### src/design/tdpf_ram.sv
`timescale 1ns / 1ps
// ----------------------------------------------------------------------------
// tdpf_ram
// Generic simple dual-port RAM, one write and one registered read port.
// ----------------------------------------------------------------------------
module tdpf_ram #(
  parameter int DATA_W = 8,
  parameter int DEPTH  = 16
) (
  input  logic                     clk,
  input  logic                     wr_en,
  input  logic [$clog2(DEPTH)-1:0] wr_addr,
  input  logic [DATA_W-1:0]        wr_data,
  input  logic                     rd_en,
  input  logic [$clog2(DEPTH)-1:0] rd_addr,
  output logic [DATA_W-1:0]        rd_data
);

  logic [DATA_W-1:0] mem_r [DEPTH];
  logic [DATA_W-1:0] rd_data_r;

  always_ff @(posedge clk) begin
    if (wr_en) begin
      mem_r[wr_addr] <= wr_data;
    end
    if (rd_en) begin
      rd_data_r <= mem_r[rd_addr];
    end
  end

  assign rd_data = rd_data_r;

endmodule

### config.mk
export PLATFORM = sky130hd
export DESIGN_NAME = tdpf_ram
export DESIGN_NICKNAME = d
export VERILOG_FILES = /design/src/design/tdpf_ram.sv
export SDC_FILE = /design/constraint.sdc
export NUM_CORES = 1
export LEC_CHECK = 0
export BUFFER_PORTS_ARGS = -buffer_cell sky130_fd_sc_hd__clkbuf_2
export CELL_PAD_IN_SITES_DETAIL_PLACEMENT = 1
export CELL_PAD_IN_SITES_GLOBAL_PLACEMENT = 2
export CORE_MARGIN = 2
export CORE_UTILIZATION = 48
export CTS_CLUSTER_SIZE = 28
export DETAILED_ROUTE_END_ITERATION = 16
export GPL_TIMING_DRIVEN = 1
export PLACE_DENSITY = 0.88
export SKIP_CTS_REPAIR_TIMING = 1
export SLEW_MARGIN = 20
export SYNTH_ARGS = -nofsm -noshare
export SYNTH_HDL_FRONTEND = slang
export SYNTH_SLANG_ARGS = --single-unit
### constraint.sdc
create_clock -name clk -period 1.9 [get_ports clk]
set_input_delay 0.19 -clock clk [delete_from_list [all_inputs] [get_ports clk]]
set_output_delay 0.19 -clock clk [all_outputs]
set_load 0.05 [all_outputs]
==> metrics.txt <==
# TYPE chip_impl_metric gauge
chip_impl_metric{name="detailedRoute.firstPassIterationCount",unit=""} 4
chip_impl_metric{name="r2r.worst_path.cells",unit=""} 3
chip_impl_metric{name="cell_internal_pwr",unit="mW"} 5.759
chip_impl_info{name="timing.critical_path.from_type",value="register"} 1
chip_impl_metric{name="dieArea",unit="um^2"} 11740
chip_impl_metric{name="filler_cells",unit=""} 965
chip_impl_metric{name="number_of_max_capacitance_violations_reported",unit=""} 0
chip_impl_metric{name="slew_viol_final",unit=""} 0
chip_impl_metric{name="num_io_pins",unit=""} 27
chip_impl_info{name="root_buffer",value="clkbuf_8"} 1
chip_impl_metric{name="dp.final_hpwl",unit="um"} 7209
chip_impl_info{name="hold_path_end",value="rd_data[7]"} 1
chip_impl_metric{name="whs",unit="ns"} 0.1033
chip_impl_metric{name="setup_tns",unit="ns"} 0
chip_impl_metric{name="cts_max_path_buffers",unit=""} 2
chip_impl_metric{name="place_worst_setup_slack",unit="ns"} 0.07354
chip_impl_metric{name="clk_pin_slew",unit="ns"} 0.06
chip_impl_metric{name="fmaxAchievable",unit="GHz"} 0.6335
chip_impl_info{name="tritoncts",value="done"} 1
chip_impl_info{name="worst_min_path_class",value="input pin to register"} 1
chip_impl_metric{name="worst_pin_slew",unit="ns"} 0.5028
chip_impl_metric{name="power.density_cell_area",unit="nW/um^2"} 1143
chip_impl_metric{name="whs_path_depth",unit=""} 1
chip_impl_metric{name="syn_inst",unit=""} 229
chip_impl_metric{name="power.switching_fraction",unit=""} 0.1952
chip_impl_metric{name="power_leakage",unit="nW"} 2.145
chip_impl_metric{name="synth-seq-area-share",unit=""} 0.7812
chip_impl_metric{name="design.core.area",unit="um^2"} 10750
chip_impl_metric{name="final.setup_skew",unit="ns"} 0.006495
chip_impl_metric{name="routed-via-count",unit=""} 2622
chip_impl_metric{name="synth.ff_latch_count",unit=""} 136
chip_impl_metric{name="initial_utilization",unit=""} 0.4865
chip_impl_metric{name="postSynthAreaPerCell",unit="um^2"} 22.83
chip_impl_metric{name="avgRoutedWirePerCell",unit="um"} 26.56
chip_impl_metric{name="final.setup.worst_slack",unit="ns"} 0.3216
chip_impl_info{name="crit_type",value="register to register"} 1
chip_impl_metric{name="place_inst",unit=""} 408
chip_impl_metric{name="place.gp.congestion",unit=""} 0.7360
chip_impl_metric{name="synth_top_area_frac",unit=""} 0.7812
chip_impl_metric{name="grt_overflow",unit=""} 0
chip_impl_metric{name="initialDrtViolationCount",unit=""} 287
chip_impl_info{name="critPathCaptureType",value="register"} 1
chip_impl_metric{name="drive_above_1_share",unit=""} 0.3100
chip_impl_metric{name="portBuffers",unit=""} 26
chip_impl_metric{name="cts_max_level",unit=""} 4
chip_impl_metric{name="routed_wirelength",unit="um"} 11690
chip_impl_metric{name="drc_errors",unit=""} 0
chip_impl_metric{name="critical_path_buf_inv_count",unit=""} 0
chip_impl_metric{name="fp.dieH",unit="um"} 108.4
chip_impl_info{name="crit-reg2reg-capture",value="rd_data[2]"} 1
chip_impl_metric{name="grt_pass1_vias",unit=""} 2830
chip_impl_metric{name="grt_antenna_before_repair",unit=""} 0
chip_impl_info{name="cpLargestDelayFamily",value="multiplexers"} 1
chip_impl_metric{name="seq_power_share",unit=""} 0.476
chip_impl_metric{name="post_synth_instance_area",unit="um^2"} 5228
chip_impl_info{name="crit_path_top_delay_cell",value="mux4_1"} 1
chip_impl_info{name="synth_largest_area_cell",value="edfxtp_1"} 1
chip_impl_metric{name="numCtsBuffers",unit=""} 17
chip_impl_metric{name="layout.cell_area.non_filler",unit="um^2"} 6262
chip_impl_info{name="yosys-top-cells-area",value="edfxtp_1, mux4_2, mux4_1"} 1
chip_impl_metric{name="synthesis.nets",unit=""} 248
chip_impl_metric{name="clkSinkCount",unit=""} 136
chip_impl_metric{name="period_share",unit=""} 0.8308
chip_impl_metric{name="grt_util_all_layers",unit=""} 0.2222
chip_impl_metric{name="critical_path_peak_fanout",unit=""} 1
chip_impl_metric{name="largest_net_degree_at_the_start_of_global_routing",unit=""} 25
chip_impl_metric{name="nets",unit=""} 306
chip_impl_metric{name="diodes_inserted",unit=""} 0
chip_impl_metric{name="grt_pass1_wl",unit="um"} 17510
chip_impl_metric{name="max_slew_headroom_at_the_worst_pin",unit=""} 0.6648
chip_impl_metric{name="clkPwrFrac",unit=""} 0.472
chip_impl_info{name="r2r-start",value="mem_r[1][2]"} 1
chip_impl_info{name="grt_setup_unrepaired",value="false"} 1
chip_impl_metric{name="setup_viol",unit=""} 0
chip_impl_metric{name="crit_path_max_incr_delay",unit="ns"} 0.52
chip_impl_metric{name="antenna_left",unit=""} 0
chip_impl_metric{name="hold_violations_final",unit=""} 0
chip_impl_metric{name="yosysWarningCount",unit=""} 0
chip_impl_metric{name="synth.distinct_cells",unit=""} 18
chip_impl_metric{name="clk-insertion-delay-late",unit="ns"} 0.51
chip_impl_metric{name="crit_required",unit="ns"} 2.15
chip_impl_metric{name="instances_no_fill",unit=""} 440
chip_impl_info{name="timing.critical_path.cells",value="mux4_1 > a22oi_1 > nand2_1"} 1
chip_impl_metric{name="areaGrowthSynthToFinish",unit="%"} 19.79
chip_impl_metric{name="p_sw",unit="mW"} 1.397
chip_impl_metric{name="num_rows",unit=""} 38
chip_impl_metric{name="post_dp_cell_area",unit="um^2"} 5657
chip_impl_metric{name="die-width",unit="um"} 108.4
chip_impl_metric{name="minimum_clock_period_after_layout",unit="ns"} 1.578
chip_impl_metric{name="critical_path_arrival",unit="ns"} 1.83
chip_impl_metric{name="vdd_drop_max",unit="mV"} 0.6009
chip_impl_info{name="status",value="finished, final reports clean"} 1
chip_impl_metric{name="reg2reg_slack",unit="ns"} 0.32
chip_impl_metric{name="vias_per_cell",unit=""} 5.959
chip_impl_info{name="hp-start",value="rd_en"} 1
chip_impl_metric{name="p_comb_frac",unit=""} 0.053
-- placed cells by master (no fill, tap or decap) --
master / n
mux4_1: 14
clkinv_1: 4
nor2_1: 13
and2_1: 1
buf_12: 3
clkbuf_16: 16
and2b_1: 1
clkbuf_1: 3
bufinv_16: 5
nand3_1: 1
edfxtp_1: 136
nand3b_1: 2
nand2_1: 9
mux4_2: 18
nor2b_1: 1
clkbuf_8: 1
clkinv_2: 3
nor3_1: 4
nand2b_1: 2
or3b_2: 1
a22oi_1: 16
clkbuf_2: 26
buf_4: 20
-- routing by layer --
metal  global-route usage  vias to the layer above  wire length (um)
li1                     -                     1100                 -
met1               0.2958                     1399              4920
met2               0.3423                       99              5741
met3              0.05184                       24               738
met4               0.1218                        0               288
met5                    0                        -                 0
-- stage by stage --
stage	utilization	total power, mW
after floorplan	-	3.678
after global placement	0.5264	3.822
after detailed placement	0.5264	3.842
after CTS	0.5828	7.208
after global routing	0.5828	7.346
final	0.5828	7.156
-- synthesized netlist by cell type, drive strengths merged --
master         count
edfxtp           136
nand3b             2
nand2              9
buf                7
and2               1
or3b               1
clkdlybuf4s25      3
nor3               4
mux4              32
a22oi             16
and2b              1
nand2b             2
nand3              1
nor2              13
nor2b              1
-- worst max-delay path by stage --
| stage | cells past startpoint | startpoint | to | slack, ns |
|---|---|---|---|---|
| after detailed placement | 5 | rd_addr[0] | rd_data[0] | 0.07 |
| after global placement | 5 | rd_addr[0] | rd_data[0] | 0.10 |
| after floorplan | 2 | wr_addr[2] | mem_r[0][0] | 0.22 |
| final | 3 | mem_r[1][2] | rd_data[2] | 0.32 |
| after global routing | 3 | mem_r[10][1] | rd_data[1] | 0.28 |
| after CTS | 3 | mem_r[10][1] | rd_data[1] | 0.30 |
-- area by class of cell --
class,instances,area (um^2),area share
sequential,136,4084,0.6521
clock buffer,20,425.4,0.06793
tap,140,175.2,0.02797
multi-input combinational,83,1057,0.1688
clock inverter,12,180.2,0.02877
timing repair buffer,49,340.3,0.05435
-- flip-flops by register name, indices dropped and copies added, names as in the netlist --
register,flops
mem_r,128
rd_data,8
-- power by group through the flow --
stage          combinational [mW]  clock [mW]  sequential (mW)
5_1_grt                     0.407        3.53             3.41
3_3_place_gp                0.365           0             3.46
6_report                    0.379        3.37             3.40
2_1_floorplan               0.171           0             3.51
4_1_cts                     0.382        3.42             3.40
3_5_place_dp                0.378           0             3.46
-- kinds of logic after synthesis --
logic type      share of synthesized area
buf+inv                           0.01651
mux                                0.1479
flops                              0.7812
simple gates                      0.03136
compound gates                    0.02298
(Power assumes the default switching activity.)
