[src/design/tdpf_pkg.sv]
`timescale 1ns / 1ps
// ----------------------------------------------------------------------------
// tdpf_pkg
// Shared constants, status codes and word types of the toroidal disc
// packing filter.
// ----------------------------------------------------------------------------
package tdpf_pkg;

  localparam int STORE_DEPTH = 1024;
  localparam int ADDR_W      = $clog2(STORE_DEPTH);
  localparam int CNT_W       = $clog2(STORE_DEPTH + 1);

  localparam int COORD_W   = 16;
  localparam int RAD_W     = 15;
  localparam int GAP_W     = 17;
  localparam int SUM_W     = 18;
  localparam int DIST_W    = 15;
  localparam int MOD_STEPS = COORD_W;
  localparam int DIV_W     = COORD_W + MOD_STEPS - 1;

  // front stage, modulo cells, fold, square, compare
  localparam int CHAIN_STAGES = MOD_STEPS + 4;
  localparam int DRAIN_LAST   = CHAIN_STAGES + 1;
  localparam int DRAIN_W      = $clog2(DRAIN_LAST + 1);

  localparam logic [2:0] ST_PLACED      = 3'd0;
  localparam logic [2:0] ST_COLLIDED    = 3'd1;
  localparam logic [2:0] ST_NEG_RADIUS  = 3'd2;
  localparam logic [2:0] ST_OUT_OF_AREA = 3'd3;
  localparam logic [2:0] ST_FULL        = 3'd4;
  localparam logic [2:0] ST_CLEARED     = 3'd5;

  localparam logic [1:0] REG_AREA_WIDTH  = 2'd0;
  localparam logic [1:0] REG_AREA_HEIGHT = 2'd1;
  localparam logic [1:0] REG_MIN_GAP     = 2'd2;

  localparam logic MODE_PLACE = 1'b0;
  localparam logic MODE_CLEAR = 1'b1;

  typedef struct packed {
    logic               mode;
    logic [15:0]        cand_x;
    logic [15:0]        cand_y;
    logic signed [15:0] cand_radius;
  } in_word_t;

  typedef struct packed {
    logic [2:0]  status;
    logic [10:0] dot_count;
    logic [9:0]  slot;
  } out_word_t;

  typedef struct packed {
    logic [COORD_W-1:0] x;
    logic [COORD_W-1:0] y;
    logic [RAD_W-1:0]   r;
  } disc_t;

  typedef struct packed {
    logic [COORD_W-1:0]      area_w;
    logic [COORD_W-1:0]      area_h;
    logic signed [GAP_W-1:0] min_gap;
    logic [COORD_W-1:0]      cand_x;
    logic [COORD_W-1:0]      cand_y;
    logic [RAD_W-1:0]        cand_r;
  } scan_ctx_t;

  typedef struct packed {
    logic                    valid;
    logic [COORD_W-1:0]      rem_x;
    logic [COORD_W-1:0]      rem_y;
    logic [DIV_W-1:0]        div_x;
    logic [DIV_W-1:0]        div_y;
    logic signed [SUM_W-1:0] sum;
  } cell_t;

endpackage

[src/design/tdpf_mod_cell.sv]
`timescale 1ns / 1ps
// ----------------------------------------------------------------------------
// tdpf_mod_cell
// One restoring-remainder step on the x and y lanes; hands the halved
// divisor to the next cell.
// ----------------------------------------------------------------------------
module tdpf_mod_cell (
  input  logic           clk,
  input  logic           rst_n,
  input  tdpf_pkg::cell_t cell_in,
  output tdpf_pkg::cell_t cell_out
);

  tdpf_pkg::cell_t out_r;
  tdpf_pkg::cell_t out_nxt;

  always_comb begin
    out_nxt       = cell_in;
    out_nxt.div_x = cell_in.div_x >> 1;
    out_nxt.div_y = cell_in.div_y >> 1;
    if ({{(tdpf_pkg::DIV_W-tdpf_pkg::COORD_W){1'b0}}, cell_in.rem_x} >= cell_in.div_x) begin
      out_nxt.rem_x = cell_in.rem_x - cell_in.div_x[tdpf_pkg::COORD_W-1:0];
    end
    if ({{(tdpf_pkg::DIV_W-tdpf_pkg::COORD_W){1'b0}}, cell_in.rem_y} >= cell_in.div_y) begin
      out_nxt.rem_y = cell_in.rem_y - cell_in.div_y[tdpf_pkg::COORD_W-1:0];
    end
  end

  always_ff @(posedge clk) begin
    if (!rst_n) begin
      out_r.valid <= 1'b0;
    end else begin
      out_r.valid <= out_nxt.valid;
    end
    out_r.rem_x <= out_nxt.rem_x;
    out_r.rem_y <= out_nxt.rem_y;
    out_r.div_x <= out_nxt.div_x;
    out_r.div_y <= out_nxt.div_y;
    out_r.sum   <= out_nxt.sum;
  end

  assign cell_out = out_r;

endmodule

[src/design/tdpf_chain.sv]
`timescale 1ns / 1ps
// ----------------------------------------------------------------------------
// tdpf_chain
// Collision test pipeline: difference and radii sum, a chain of modulo
// cells, torus fold, squares and the final compare.
// ----------------------------------------------------------------------------
module tdpf_chain (
  input  logic                clk,
  input  logic                rst_n,
  input  logic                disc_valid,
  input  tdpf_pkg::disc_t     disc,
  input  tdpf_pkg::scan_ctx_t ctx,
  output logic                hit
);

  tdpf_pkg::cell_t link [tdpf_pkg::MOD_STEPS+1];
  tdpf_pkg::cell_t front_r;
  tdpf_pkg::cell_t front_nxt;

  logic [tdpf_pkg::DIST_W-1:0] dx_r, dy_r;
  logic [tdpf_pkg::DIST_W-1:0] dx_nxt, dy_nxt;
  logic [tdpf_pkg::GAP_W-1:0]  smag_r, smag_nxt;
  logic                        fold_valid_r, spos_r, spos_nxt;

  logic [2*tdpf_pkg::DIST_W-1:0] dxx_r, dyy_r;
  logic [2*tdpf_pkg::GAP_W-1:0]  ss_r;
  logic                          sq_valid_r, sq_spos_r;

  logic [2*tdpf_pkg::GAP_W-1:0] dist_sq;
  logic                         hit_r;

  always_comb begin
    front_nxt.valid = disc_valid;
    front_nxt.rem_x = (ctx.cand_x >= disc.x) ? ctx.cand_x - disc.x : disc.x - ctx.cand_x;
    front_nxt.rem_y = (ctx.cand_y >= disc.y) ? ctx.cand_y - disc.y : disc.y - ctx.cand_y;
    front_nxt.div_x = {ctx.area_w, {(tdpf_pkg::MOD_STEPS-1){1'b0}}};
    front_nxt.div_y = {ctx.area_h, {(tdpf_pkg::MOD_STEPS-1){1'b0}}};
    front_nxt.sum   = $signed({3'b000, ctx.cand_r}) + $signed({3'b000, disc.r})
                    + $signed({ctx.min_gap[tdpf_pkg::GAP_W-1], ctx.min_gap});
  end

  always_ff @(posedge clk) begin
    if (!rst_n) begin
      front_r.valid <= 1'b0;
    end else begin
      front_r.valid <= front_nxt.valid;
    end
    front_r.rem_x <= front_nxt.rem_x;
    front_r.rem_y <= front_nxt.rem_y;
    front_r.div_x <= front_nxt.div_x;
    front_r.div_y <= front_nxt.div_y;
    front_r.sum   <= front_nxt.sum;
  end

  assign link[0] = front_r;

  for (genvar g = 0; g < tdpf_pkg::MOD_STEPS; g++) begin : g_cell
    tdpf_mod_cell u_cell (
      .clk      (clk),
      .rst_n    (rst_n),
      .cell_in  (link[g]),
      .cell_out (link[g+1])
    );
  end

  // fold onto the shorter way around the ring
  always_comb begin
    tdpf_pkg::cell_t last;
    last = link[tdpf_pkg::MOD_STEPS];
    if ({last.rem_x, 1'b0} > {1'b0, ctx.area_w}) begin
      dx_nxt = tdpf_pkg::DIST_W'(ctx.area_w - last.rem_x);
    end else begin
      dx_nxt = tdpf_pkg::DIST_W'(last.rem_x);
    end
    if ({last.rem_y, 1'b0} > {1'b0, ctx.area_h}) begin
      dy_nxt = tdpf_pkg::DIST_W'(ctx.area_h - last.rem_y);
    end else begin
      dy_nxt = tdpf_pkg::DIST_W'(last.rem_y);
    end
    spos_nxt = !last.sum[tdpf_pkg::SUM_W-1] && (last.sum != '0);
    smag_nxt = spos_nxt ? last.sum[tdpf_pkg::GAP_W-1:0] : '0;
  end

  always_ff @(posedge clk) begin
    if (!rst_n) begin
      fold_valid_r <= 1'b0;
      sq_valid_r   <= 1'b0;
      hit_r        <= 1'b0;
    end else begin
      fold_valid_r <= link[tdpf_pkg::MOD_STEPS].valid;
      sq_valid_r   <= fold_valid_r;
      hit_r        <= sq_valid_r && sq_spos_r && (dist_sq < ss_r);
    end
    dx_r      <= dx_nxt;
    dy_r      <= dy_nxt;
    smag_r    <= smag_nxt;
    spos_r    <= spos_nxt;
    dxx_r     <= dx_r * dx_r;
    dyy_r     <= dy_r * dy_r;
    ss_r      <= smag_r * smag_r;
    sq_spos_r <= spos_r;
  end

  assign dist_sq = (2*tdpf_pkg::GAP_W)'(dxx_r) + (2*tdpf_pkg::GAP_W)'(dyy_r);
  assign hit     = hit_r;

endmodule

[config.mk]
export PLATFORM = sky130hd
export DESIGN_NAME = tdpf_chain
export DESIGN_NICKNAME = d
export VERILOG_FILES = /design/src/design/tdpf_pkg.sv /design/src/design/tdpf_mod_cell.sv /design/src/design/tdpf_chain.sv
export SDC_FILE = /design/constraint.sdc
export NUM_CORES = 2
export LEC_CHECK = 0
export BUFFER_PORTS_ARGS = -buffer_cell sky130_fd_sc_hd__clkbuf_2
export CORE_MARGIN = 1.5
export CORE_UTILIZATION = 63
export DETAILED_ROUTE_END_ITERATION = 8
export GPL_ROUTABILITY_DRIVEN = 0
export PLACE_DENSITY = 0.89
export SLEW_MARGIN = 10
export SYNTH_ARGS = -nofsm -noshare
export SYNTH_HDL_FRONTEND = slang
export SYNTH_SLANG_ARGS = --single-unit
[constraint.sdc]
create_clock -name clk -period 6.9 [get_ports clk]
set_input_delay 0.69 -clock clk [delete_from_list [all_inputs] [get_ports clk]]
set_output_delay 0.69 -clock clk [all_outputs]
set_load 0.005 [all_outputs]
==> metrics.md <==
| Metric | Value |
|---|---|
| Slew HR | `0.306` |
| Hold EP | `front_r[46]` |
| Final hold vios | `0` |
| GR Util met3 | `0.0473` |
| Max Freq | `152 MHz` |
| Met2 usage | `0.505` |
| Post-layout util | `0.704` |
| Number of antenna violations at the first check in global routing | `5` |
| Largest net degree at the start of global routing | `30` |
| Max-cap violations | `0` |
| Met1 usage | `0.317` |
| Via density | `5.66` |
| Slowest CP cell | `dfxtp_1` |
| Syn Area/Cell | `10.4 sq um` |
| Total CTS buffers | `144` |
| Clock Skew | `0.0596 ns` |
| Clock net sink count | `1522` |
| Post-synth net total | `8699` |
| WP data arrival | `7.23 ns` |
| FF-to-FF setup slack | `0.30 ns` |
| Critical path class | `reg -> reg` |
| Post-synth EDFFs | `0` |
| Cells on worst reg2reg path | `20` |
| CP Buf/Inv Count | `3` |
| Final Net Count | `8895` |
| Postcts setup bufs | `0` |
| Vias in the first global route | `55800` |
| Final min period | `6.60 ns` |
| Reg-to-Reg Start | `smag_r[16]` |
| Largest fanout on the critical path | `17` |
| Share of cells above drive strength 1 | `0.0871` |
| Startpoint Class | `flip-flop` |
| Setup TNS | `0 ns` |
| Longest Clk Path Bufs | `3` |
| Initial core utilization | `0.638` |
| Worst r2r dst | `ss_r[30]` |
| Synthesized flop and latch total | `1522` |
| CP required | `7.54 ns` |
| Drt pass-1 iters | `6` |
| Die area | `122000 sq um` |
| Final Max Tran Viols | `0` |
| Area share of the largest cell type after synthesis | `0.403` |
| CTS root buf | `clkbuf_16` |
| Sum of net half-perimeters after detailed placement | `121 mm` |
| Core area | `119000 sq um` |
| Antenna Violating Nets Remaining | `0` |
| Yosys warns | `0` |
| Largest area contributor in the synthesized netlist | `dfxtp_1` |
| Sequential area share after synthesis | `0.403` |
| Final cycle utilization of the critical path | `0.956` |
| Grt ovf | `0` |
| H-tree levels | `4` |
| Mapped cell area | `75700 sq um` |
| Post-synth ARST share | `0` |
| Clock latency on the worst-skew pair | `0.78 ns` |
| Die H | `350 um` |
| Class of the worst hold path | `in -> reg` |
| Critical Path End Type | `flip-flop` |
| Top cells by area, synth | `dfxtp_1 40%, fa_1 13%, ha_1 13%` |
| CTS tree | `done` |
| Worst-path clk slew | `0.07 ns` |
| WHS Path Cells | `1` |
| Via count | `52000` |
| DRT iter0 DRCs | `3508` |
| Input/output buffers | `146` |
| Drc violations | `0` |
| CP Cell Sequence | `nand2_1 > fa_1 > inv_1 > fa_1 > fa_1 > fa_1 > fa_1 > inv_1 > fa_1 > inv_1 > ha_1 > nand2_1 > o21ai_0 > nor2_1 > o311ai_2 > nand2_1 > o31ai_2 > a21o_1 > a21oi_1 > xnor2_1` |
| P&R area growth vs syn | `10.2%` |
| Least-Margin Pin Slew | `1.04 ns` |
| Total Wirelength | `169 mm` |
| Ys flop type | `dfxtp_1` |
| I/O pin cnt | `147` |
| Chip Width | `350 um` |
| All-Layer GR Usage | `0.278` |
| Core Rows | `126` |
| RSZ-0062 raised after global routing | `false` |
| Wire per inst | `18.3 um` |
| Cell count after synthesis | `7273` |
| Number of distinct library cells after synthesis | `105` |
| Run status | `complete, no violations` |
| CP most frequent cell | `fa_1` |
| Max stage delay on crit path | `0.82 ns` |
| Final setup violation count | `0` |
| Grt peak-use layer | `met2` |
| First-pass GRT wire length | `276 mm` |
| Fill cells | `7664` |
| Critical hold path startpoint | `ctx[77]` |
| Largest delay contributor family on the critical path | `adder cells` |
-- cells in the mapped netlist (150+ instances only) --
| master | number |
|---|---|
| nand2_1 | 405 |
| ha_1 | 772 |
| fa_1 | 508 |
| a21oi_1 | 342 |
| inv_1 | 1182 |
| and2_1 | 204 |
| o21ai_0 | 238 |
| xnor2_1 | 248 |
| nor2_1 | 262 |
| mux2_2 | 150 |
| a21o_1 | 210 |
| dfxtp_1 | 1522 |
-- repair_timing --
action,in CTS,in global routing
resized for setup,0,8
hold endpoints to repair,1,0
endpoints found under the setup margin,0,5
hold buffers,1,0
-- metal layers --
layer  vias to the layer above  wire, um
met5                         -        27
met4                         4      7460
met3                       587     10100
met2                      1937     86600
met1                     25300     64400
li1                      24300         -
-- through the flow --
stage          hold slack (ns)  setup slack, ns  instance area (sq um)  std cells
6_report                0.0603            0.303                  83400       9193
5_1_grt                 0.0414           0.0709                  83400       9193
4_1_cts                 0.0161            0.275                  83400       9190
3_5_place_dp             0.312            0.353                  78100       8922
3_3_place_gp             0.310            0.499                  78100       8922
2_1_floorplan            0.310            0.884                  75700       7273
-- registers in the layout (all words and copies together) (netlist names), 15 cells and up --
signal,cells
dxx_r,29
dx_r,15
front_r,83
g_cell.u_cell.cell_out,1296
smag_r,17
dy_r,15
ss_r,33
dyy_r,29
-- worst register-to-register path, stage by stage, from the launching register on --
cell	delay (ns)
dfxtp_1	0.82
nand2_1	0.25
fa_1	0.60
inv_1	0.07
fa_1	0.50
fa_1	0.52
fa_1	0.52
fa_1	0.56
inv_1	0.06
fa_1	0.54
inv_1	0.05
ha_1	0.41
nand2_1	0.07
o21ai_0	0.32
nor2_1	0.11
o311ai_2	0.11
nand2_1	0.19
o31ai_2	0.36
a21o_1	0.20
a21oi_1	0.08
xnor2_1	0.14
-- cell usage in the layout, fill, tap and decap left out, drive strengths merged, types with 9 or more instances in the layout --
| master | synthesis | routed |
|---|---|---|
| a211o | 10 | 10 |
| a211oi | 23 | 23 |
| a21boi | 30 | 30 |
| a21o | 210 | 210 |
| a21oi | 346 | 346 |
| a221oi | 11 | 11 |
| a31o | 10 | 10 |
| a31oi | 37 | 37 |
| and2 | 205 | 205 |
| and3 | 21 | 21 |
| buf | 25 | 25 |
| bufinv | 0 | 19 |
| clkbuf | 97 | 336 |
| clkinv | 0 | 37 |
| dfxtp | 1522 | 1522 |
| fa | 508 | 508 |
| ha | 772 | 772 |
| inv | 1183 | 1197 |
| mux2 | 165 | 165 |
| mux2i | 42 | 42 |
| nand2 | 405 | 405 |
| nand2b | 55 | 55 |
| nand3 | 62 | 62 |
| nand4 | 61 | 61 |
| nand4b | 17 | 17 |
| nor2 | 263 | 263 |
| nor2b | 102 | 102 |
| nor3 | 69 | 69 |
| nor4 | 112 | 112 |
| nor4b | 9 | 9 |
| o211ai | 14 | 14 |
| o21a | 59 | 59 |
| o21ai | 256 | 256 |
| o21bai | 49 | 49 |
| o31ai | 30 | 30 |
| o41ai | 10 | 10 |
| or2 | 13 | 13 |
| xnor2 | 248 | 248 |
| xor2 | 124 | 124 |
-- cell type report --
type                            instances  area [sq um]  share of cell area
Antenna cell                            3          7.51           0.0000900
Clock buffer                          190          4100              0.0491
Clock inverter                         77          1210              0.0145
Inverter                             1183          4440              0.0532
Multi-Input combinational cell       4446         40300               0.483
Sequential cell                      1522         30500               0.365
Tap cell                             1600          2000              0.0240
Timing Repair Buffer                  172           928              0.0111
-- kinds of logic (layout without fill, tap and decap cells) --
group,Yosys count,in the layout,share of synthesized area
flops,1522,1522,0.403
simple gates,1421,1421,0.0954
buf+inv,1305,1622,0.0656
fa+ha+maj,1280,1280,0.262
compound gates,1166,1166,0.101
xor+xnor,372,372,0.0430
mux,207,207,0.0305
other cells,0,3,0
-- worst max path at each step --
stage	startpoint	endpoint	slack, ns	cells after the start
after floorplan	smag_r[2]	ss_r[31]	0.88	22
final	smag_r[16]	ss_r[30]	0.30	20
after global routing	smag_r[16]	ss_r[30]	0.07	20
after detailed placement	smag_r[2]	ss_r[33]	0.35	22
after global placement	smag_r[2]	ss_r[33]	0.50	22
after CTS	smag_r[7]	ss_r[30]	0.27	20
Power is not shown: default switching activity piles up to over one toggle a cycle in this logic, so the estimate is an artifact.
